--- src/fblcd_pkg.sv ---
// ----------------------------------------------------------------------------
// fblcd_pkg
// Shared constants and types for the framebuffer to LCD page stream unit.
// ----------------------------------------------------------------------------
package fblcd_pkg;

  localparam int unsigned DefWidth  = 128;
  localparam int unsigned DefHeight = 64;

  localparam int unsigned AddrW = 10;
  localparam int unsigned PixW  = 8;

  // LCD controller commands
  localparam logic [PixW-1:0] CmdColHi = 8'h10;
  localparam logic [PixW-1:0] CmdColLo = 8'h00;
  localparam logic [PixW-1:0] CmdPage  = 8'hB0;
  localparam logic [PixW-1:0] PageMask = 8'h0F;

  typedef enum logic [1:0] {
    SeqIdle,
    SeqRead,
    SeqData
  } seq_state_e;

  typedef struct packed {
    logic             wr_en;
    logic [AddrW-1:0] wr_addr;
    logic [PixW-1:0]  wr_data;
    logic             rd_en;
    logic [AddrW-1:0] rd_addr;
  } store_req_t;

endpackage

--- src/fblcd_seq.sv ---
// ----------------------------------------------------------------------------
// fblcd_seq
// Command decode and tile sequencer: stores pixel bytes, reads the eight rows
// of a tile, emits the page addressing commands and the transposed bytes.
// ----------------------------------------------------------------------------
module fblcd_seq #(
  parameter int unsigned WIDTH  = fblcd_pkg::DefWidth,
  parameter int unsigned HEIGHT = fblcd_pkg::DefHeight
) (
  input  logic                          clk_i,
  input  logic                          rst_ni,
  input  logic                          start_i,
  input  logic                          op_i,
  input  logic [fblcd_pkg::AddrW-1:0]   addr_i,
  input  logic [fblcd_pkg::PixW-1:0]    pixels_i,
  input  logic                          clear_busy_i,
  input  logic [fblcd_pkg::PixW-1:0]    rd_data_i,
  output fblcd_pkg::store_req_t         store_req_o,
  output logic                          busy_o,
  output logic                          out_valid_o,
  output logic [fblcd_pkg::PixW-1:0]    lcd_byte_o,
  output logic                          is_data_o,
  output logic                          last_o,
  output logic                          frame_done_o
);

  localparam int unsigned BPR    = (WIDTH + 7) / 8;
  localparam int unsigned PAGES  = (HEIGHT + 7) / 8;
  localparam int unsigned DEPTH  = BPR * HEIGHT;
  localparam int unsigned TILE_W = (BPR > 1) ? $clog2(BPR) : 1;
  localparam int unsigned PAGE_W = (PAGES > 1) ? $clog2(PAGES) : 1;
  localparam int unsigned ROW_W  = PAGE_W + 3;
  localparam int unsigned CALC_W = fblcd_pkg::AddrW + 1;
  localparam logic [TILE_W-1:0] TileLast = TILE_W'(BPR - 1);
  localparam logic [PAGE_W-1:0] PageLast = PAGE_W'(PAGES - 1);

  fblcd_pkg::seq_state_e state_q, state_d;
  logic [3:0]                 cnt_q, cnt_d;
  logic [PAGE_W-1:0]          page_q, page_d;
  logic [TILE_W-1:0]          tile_q, tile_d;
  logic                       dirty_q, dirty_d;
  logic                       active_q, active_d;
  logic                       zero_q, zero_d;
  logic [fblcd_pkg::PixW-1:0] rows_q [8];
  logic [fblcd_pkg::PixW-1:0] rows_d [8];

  logic              accept;
  logic [ROW_W-1:0]  row;
  logic              row_ok;
  logic [CALC_W-1:0] row_addr;
  logic              addr_ok;
  logic              final_tile;

  assign busy_o     = (state_q != fblcd_pkg::SeqIdle) || clear_busy_i;
  assign accept     = start_i && !busy_o;
  assign row        = {page_q, cnt_q[2:0]};
  assign row_ok     = (32'(row) < HEIGHT);
  assign row_addr   = CALC_W'(row) * CALC_W'(BPR) + CALC_W'(tile_q);
  assign addr_ok    = (CALC_W'(addr_i) < CALC_W'(DEPTH));
  assign final_tile = (tile_q == TileLast) && (page_q == PageLast);

  always_comb begin
    state_d     = state_q;
    cnt_d       = cnt_q;
    page_d      = page_q;
    tile_d      = tile_q;
    dirty_d     = dirty_q;
    active_d    = active_q;
    zero_d      = zero_q;
    rows_d      = rows_q;
    store_req_o = '0;
    out_valid_o = 1'b0;
    lcd_byte_o  = '0;
    is_data_o   = 1'b0;
    last_o      = 1'b0;
    frame_done_o = 1'b0;

    unique case (state_q)
      fblcd_pkg::SeqIdle: begin
        if (accept) begin
          if (!op_i) begin
            if (addr_ok) begin
              store_req_o.wr_en   = 1'b1;
              store_req_o.wr_addr = addr_i;
              store_req_o.wr_data = pixels_i;
              dirty_d             = 1'b1;
            end
          end else if (active_q || dirty_q) begin
            if (!active_q) begin
              active_d = 1'b1;
              dirty_d  = 1'b0;
              page_d   = '0;
              tile_d   = '0;
            end
            cnt_d   = '0;
            state_d = fblcd_pkg::SeqRead;
          end
        end
      end
      fblcd_pkg::SeqRead: begin
        if (!cnt_q[3]) begin
          store_req_o.rd_en   = row_ok;
          store_req_o.rd_addr = row_addr[fblcd_pkg::AddrW-1:0];
          zero_d              = !row_ok;
        end
        // beat from the read issued in the previous cycle
        if (cnt_q != 4'd0) begin
          for (int i = 0; i < 7; i++) begin
            rows_d[i] = rows_q[i+1];
          end
          rows_d[7] = rd_data_i & {fblcd_pkg::PixW{!zero_q}};
        end
        if (tile_q == '0 && cnt_q < 4'd3) begin
          out_valid_o = 1'b1;
          priority if (cnt_q == 4'd0) begin
            lcd_byte_o = fblcd_pkg::CmdColHi;
          end else if (cnt_q == 4'd1) begin
            lcd_byte_o = fblcd_pkg::CmdColLo;
          end else begin
            lcd_byte_o = fblcd_pkg::CmdPage |
                         (fblcd_pkg::PixW'(page_q) & fblcd_pkg::PageMask);
          end
        end
        if (cnt_q[3]) begin
          cnt_d   = '0;
          state_d = fblcd_pkg::SeqData;
        end else begin
          cnt_d = cnt_q + 4'd1;
        end
      end
      fblcd_pkg::SeqData: begin
        out_valid_o = 1'b1;
        is_data_o   = 1'b1;
        for (int i = 0; i < 8; i++) begin
          lcd_byte_o[i] = rows_q[i][7];
          rows_d[i]     = {rows_q[i][6:0], 1'b0};
        end
        cnt_d = cnt_q + 4'd1;
        if (cnt_q[2:0] == 3'd7) begin
          last_o       = 1'b1;
          frame_done_o = final_tile;
          state_d      = fblcd_pkg::SeqIdle;
          if (tile_q == TileLast) begin
            tile_d = '0;
            if (page_q == PageLast) begin
              page_d   = '0;
              active_d = 1'b0;
            end else begin
              page_d = page_q + PAGE_W'(1);
            end
          end else begin
            tile_d = tile_q + TILE_W'(1);
          end
        end
      end
      default: begin
        state_d = fblcd_pkg::SeqIdle;
      end
    endcase
  end

  always_ff @(posedge clk_i or negedge rst_ni) begin
    if (!rst_ni) begin
      state_q  <= fblcd_pkg::SeqIdle;
      cnt_q    <= '0;
      page_q   <= '0;
      tile_q   <= '0;
      dirty_q  <= 1'b0;
      active_q <= 1'b0;
      zero_q   <= 1'b0;
    end else begin
      state_q  <= state_d;
      cnt_q    <= cnt_d;
      page_q   <= page_d;
      tile_q   <= tile_d;
      dirty_q  <= dirty_d;
      active_q <= active_d;
      zero_q   <= zero_d;
    end
  end

  always_ff @(posedge clk_i) begin
    rows_q <= rows_d;
  end

  a_done_is_last : assert property (@(posedge clk_i) disable iff (!rst_ni)
    frame_done_o |-> last_o && is_data_o && out_valid_o)
    else $error("frame_done without last data beat");

  a_last_ends : assert property (@(posedge clk_i) disable iff (!rst_ni)
    last_o |=> state_q == fblcd_pkg::SeqIdle)
    else $error("sequencer busy after last beat");

  a_rd_captured : assert property (@(posedge clk_i) disable iff (!rst_ni)
    store_req_o.rd_en |=> state_q == fblcd_pkg::SeqRead)
    else $error("read data not captured");

  a_write_dirty : assert property (@(posedge clk_i) disable iff (!rst_ni)
    store_req_o.wr_en |=> dirty_q && state_q == fblcd_pkg::SeqIdle)
    else $error("write did not mark picture dirty");

endmodule
--- config.mk ---
export PLATFORM = sky130hd
export DESIGN_NAME = fblcd_seq
export DESIGN_NICKNAME = d
export VERILOG_FILES = /design/src/fblcd_pkg.sv /design/src/fblcd_seq.sv
export SDC_FILE = /design/constraint.sdc
export NUM_CORES = 1
export LEC_CHECK = 0
export ABC_CLOCK_PERIOD_IN_PS = 4600
export BUFFER_PORTS_ARGS = -buffer_cell sky130_fd_sc_hd__buf_2
export CAP_MARGIN = 0
export CORE_UTILIZATION = 50
export CTS_BUF_LIST = sky130_fd_sc_hd__clkbuf_16
export CTS_CLUSTER_SIZE = 28
export DETAILED_ROUTE_END_ITERATION = 8
export PLACE_DENSITY = 0.76
export SLEW_MARGIN = 20
export SYNTH_ARGS = -nofsm -noshare
export SYNTH_HDL_FRONTEND = slang
export SYNTH_SLANG_ARGS = --single-unit
export TNS_END_PERCENT = 10
--- constraint.sdc ---
create_clock -name clk_i -period 4.6 [get_ports clk_i]
set_input_delay 1.15 -clock clk_i [delete_from_list [all_inputs] [get_ports clk_i]]
set_output_delay 1.15 -clock clk_i [all_outputs]
set_load 0.01 [all_outputs]
== Yosys cells after proc, flatten, opt, wreduce, memory -nomap -nowiden ==
Index checks and enable logic that the tools add are counted.
Word-level totals
  flip-flop bits (word level): 79
  bits of input ports: 31
  output and inout bits: 43
  word-level logic and storage cells: 111
Operators by class
  add/sub/neg operators: 4
  order comparisons: 1
  equal/unequal tests: 17
  muxes and demuxes: 54
  reductions and logical operators: 21
Operators by type and width (count)
  64-bit one-hot mux with 2 select lines: 1
  64-bit two-way mux: 1
  19-bit two-way mux: 3
  4-bit two-way mux: 10
  8-bit two-way mux: 3
  11-bit two-way mux: 2
  3-bit two-way mux: 7
  2-bit inequality test, second input constant: 10
  8-bit one-hot mux with 2 select lines: 1
  1-bit two-way mux: 15
  7-bit AND reduction: 2
  4-bit one-hot mux with 3 select lines: 1
  10-bit by 4-bit adder with 10-bit output: 1
  2-bit two-way mux: 5
  4-bit by 1-bit adder with 4-bit output, second input constant: 2
  4-bit zero test: 2
  4-bit one-hot mux with 2 select lines: 1
  4-bit AND reduction: 2
  3-bit equality test, second input constant: 2
  2-bit one-hot mux with 3 select lines: 1
  3-bit one-hot mux with 2 select lines: 1
  6-bit AND reduction: 1
  2-bit nonzero test: 3
  5-bit AND reduction: 1
  other kinds (15): 19

== Longest topological paths before layout ==
  depth in word-level cells: 6
  depth in mapped cells: 7
  depth with buffers taken out: 6

== Worst setup path before layout ==
Ideal clock, no wire load.
  path type: register -> register
  start point: register state_q[0]
  end point: register rows_q[0] (netlist bit) (enable)
  setup time: 524 ps
  arrival time: 4310 ps
  data required time: 4076 ps
  slack: -234 ps
  cell stages (with the launch flop): 7
  buffers on the path: 2
  cells stage by stage: dfrtp_1 inv_1 ha_1 buf_6 clkbuf_8 nor2_1 a31oi_1
On the way
  cells in the longest elaborated chain, start to end: 3
  elaborated cells on any way between the ends: 5
  classes of those cells: eq/ne (3); reduce/logical (2)
Ends and longest elaborated chain
  start, declared: RTL line fblcd_seq.sv:37  | fblcd_pkg::seq_state_e state_q, state_d;
  start signal, assigned: RTL line fblcd_seq.sv:164  | state_q <= fblcd_pkg::SeqIdle;
  start signal, assigned: RTL line fblcd_seq.sv:172  | state_q <= state_d;
  2-bit by 1-bit equality test with 1-bit output / 2-bit equality test (equally long branches): RTL line fblcd_seq.sv:78  | unique case (state_q)
  2-bit inequality test (no line) / 2-bit nonzero test (equally long branches)
  2-bit AND reduction (no line) (*)
  end signal, assigned: RTL line fblcd_seq.sv:183  | rows_q <= rows_d;
  end, declared: RTL line fblcd_seq.sv:44  | logic [fblcd_pkg::PixW-1:0] rows_q [8];
Mark *: on every way between the ends. The rest lies on a longest branch, timed or not.
A chain may end at the register's enable or synchronous reset.

==> results.py <==
metrics = {
    "grt": {
        "grt_usage_pct": 17.8,
        "grt_pass1_wl_um": 11800,
        "grt_max_degree": 47,
        "gr-total-overflow": 0,
        "grt_pass1_vias": 2515,
        "antenna_found_initial": 0,
    },
    "sta": {
        "slew_violations": 0,
        "hold_violations": 0,
        "period_share_pct": 78.1,
        "setup_viol": 0,
        "fin_skew_ps": 6.28,
        "max_freq_ghz": 0.278,
        "maxSlewHeadroom_pct": 51.0,
        "layout_min_cycle_time_ps": 3590,
        "setup_ws_ps": 1010,
        "rsz0062_at_grt": "no",
        "tns_ps": 0,
        "tightest_slew_ps": 732,
        "fin_hold_ws_ps": 531,
    },
    "synthesis": {
        "synth_top_area_share_pct": 47.6,
        "synth_cells": 302,
        "synth-seq-cells": 79,
        "synth.distinct_cells": 42,
        "yosysSeqAreaShare_pct": 56.9,
        "synth_flop_cell": "edfxtp_1",
        "syn_nets": 346,
        "synth_warnings": 0,
        "synth.avg_cell_area_sq_um": 13.4,
        "synth_edf_count": 64,
        "yosys-top-cells-area": "edfxtp_1 (48%), mux2_2 (16%), dfrtp_1 (9.3%), and2_1 (4.8%), ha_1 (4.0%)",
        "yosys.area.top_type": "edfxtp_1",
        "syn-cell-area_sq_um": 4040,
        "async_flop_share_pct": 19.0,
    },
    "critical_path": {
        "cp_max_fo": 19,
        "critPathMaxStageDelay_ps": 590,
        "worstPathRequired_ps": 3450,
        "worstSetupStartpointType": "flop",
        "arrival_ps": 2440,
        "critPathCaptureType": "primary output",
        "path_cells": "inv_1 -> ha_1 -> nand3b_1 -> nor2_1 -> and2_1 -> buf_2",
        "crit_slowest_cell": "nor2_1",
        "r2r_start": "state_q[0]",
        "crit_type": "reg -> out",
        "crit_path_start": "state_q[0]",
    },
    "floorplan": {
        "placementRows": 32,
        "die_x_um": 91.9,
        "core_sq_um": 7770,
        "start_util_pct": 52.0,
        "dieArea_sq_um": 8440,
        "io-pin-count": 74,
        "die_height_um": 91.9,
    },
    "cells_and_area": {
        "layoutNonFillerInstCount": 483,
        "nets": 420,
        "area_growth_pct": 18.8,
        "layout-drive-gt1-share_pct": 41.7,
        "layout_common_cells": "buf_2 (73), edfxtp_1 (64), mux2_2 (57)",
        "n_fill_cell": 629,
        "final_common_cell": "buf_2",
        "antenna_cells": 0,
    },
    "detailed_routing": {
        "routed_wl_um": 7140,
        "via_per_inst": 5.33,
        "vias": 2573,
        "dr.pass1.iters": 4,
        "wl_per_cell_um": 14.8,
        "first_iter_violations": 140,
        "route.detailed.drc": 0,
        "antenna_left": 0,
    },
    "place": {
        "gp_congestion": 0.855,
        "placedCellCount": 467,
        "place_ws_ps": 1060,
        "dp_hpwl_um": 4800,
        "port_buffers": 73,
    },
    "min_path": {
        "hold_class": "reg -> reg",
        "worstHoldStart": "cnt_q[3]",
    },
    "clock_network": {
        "cts_tree": "built",
        "cts_setup_buffers": 0,
        "clockRootBuffer": "clkbuf_16",
        "htreeDepth": 3,
        "cts_made_buffers": 9,
        "clock_path_buffers": 2,
        "path_clk_slew_ps": 60,
        "cts_hold_buffers": 0,
        "post_cts_resized": 0,
        "clock_sinks": 79,
        "clk_latency_ps": 330,
    },
    "job": {
        "cap_violations": 0,
    },
    "power_and_ir_drop": {
        "leakagePower_nw": 1.96,
        "powerDensity_nw_per_um2": 571,
        "peakVddDrop_v": 0.000294,
    },
    "run_status": {
        "status": "finished, final reports clean",
    },
}
## sequential cells by signal, indices dropped and copies added (netlist names)
register and cells:
cnt_q 4, tile_q 4, rows_q 64, active_q 1
state_q 2, dirty_q 1, page_q 3
## metal layers
metal	up-vias	part of all wire, %	global-route usage (%)
met5	-	0	0
met4	0	1.6	7.03
met3	9	5.4	3.90
met2	77	48	28.9
met1	1227	45	23.4
li1	1260	-	-
## cells in the mapped netlist (all sizes together) (2+ instances only)
cell type and instances:
and3 4, dfrtp 15, or3 2, nor2 8, clkbuf 4, o31ai 3
ha 13, buf 10, and2 31, o41ai 2, a21oi 6, a22o 3
mux2 57, o21ai 14, nand2 14, edfxtp 64, nand3 6, inv 13
nor3 2, a21boi 3, a31oi 2, nor2b 10, nand4 2, nand3b 2
## critical path: cells and delay by family, from the launching register on
| family | cells | cell delay, ps |
|---|---|---|
| flip-flops | 1 | 380 |
| AND/OR/NAND/NOR | 3 | 980 |
| adder cells (fa/ha/maj) | 1 | 450 |
| buffers and inverters | 2 | 300 |
## report_power, final
group | switching (mW) | internal (mW)
clock network | 0.291 | 0.427
logic | 0.399 | 0.304
registers | 0.127 | 1.19
total | 0.817 | 1.92
## logic make-up (layout without fill, tap and decap cells)
family / Yosys count / count (layout) / synth area share [%]
buffers and inverters: 27 / 106 / 3.50
and+or+nand+nor: 83 / 83 / 11.6
DFF: 79 / 79 / 56.9
adders and majority gates: 13 / 13 / 4.03
AOI/OAI and AO/OA: 43 / 43 / 8.03
muxes: 57 / 57 / 15.9
## final cells by class
class                      instances  area, sq um  area share [%]
timing repair buffer              77          395            8.24
clock buffer                       9          225            4.69
sequential                        79         2300            47.9
multi-input combinational        196         1630            33.9
tap                              102          128            2.66
inverter                          13         48.8            1.02
clock inverter                     7         77.6            1.62
## through the flow
step / utilization, % / area (sq um) / power [mW]
2_1_floorplan: - / 4040 / 1.81
3_3_place_gp: 57.9 / 4490 / 1.99
3_5_place_dp: 57.9 / 4490 / 2.04
4_1_cts: 61.8 / 4800 / 2.77
5_1_grt: 61.8 / 4800 / 2.90
6_report: 61.8 / 4800 / 2.74
## path summary, 6_finish.rpt
| path | endpoint | depth (start not counted) | slack [ps] |
|---|---|---|---|
| min reg2reg | cnt_q[3] | 1 | 530 |
| min in group asynchronous | tile_q[2] | 1 | 720 |
| min | cnt_q[3] | 1 | 530 |
| max | store_req_o[23] | 6 | 1010 |
| max reg2reg | rows_q[63] | 5 | 2070 |
| max in group asynchronous | page_q[2] | 1 | 3610 |
Power figures use the tool's default switching activity.
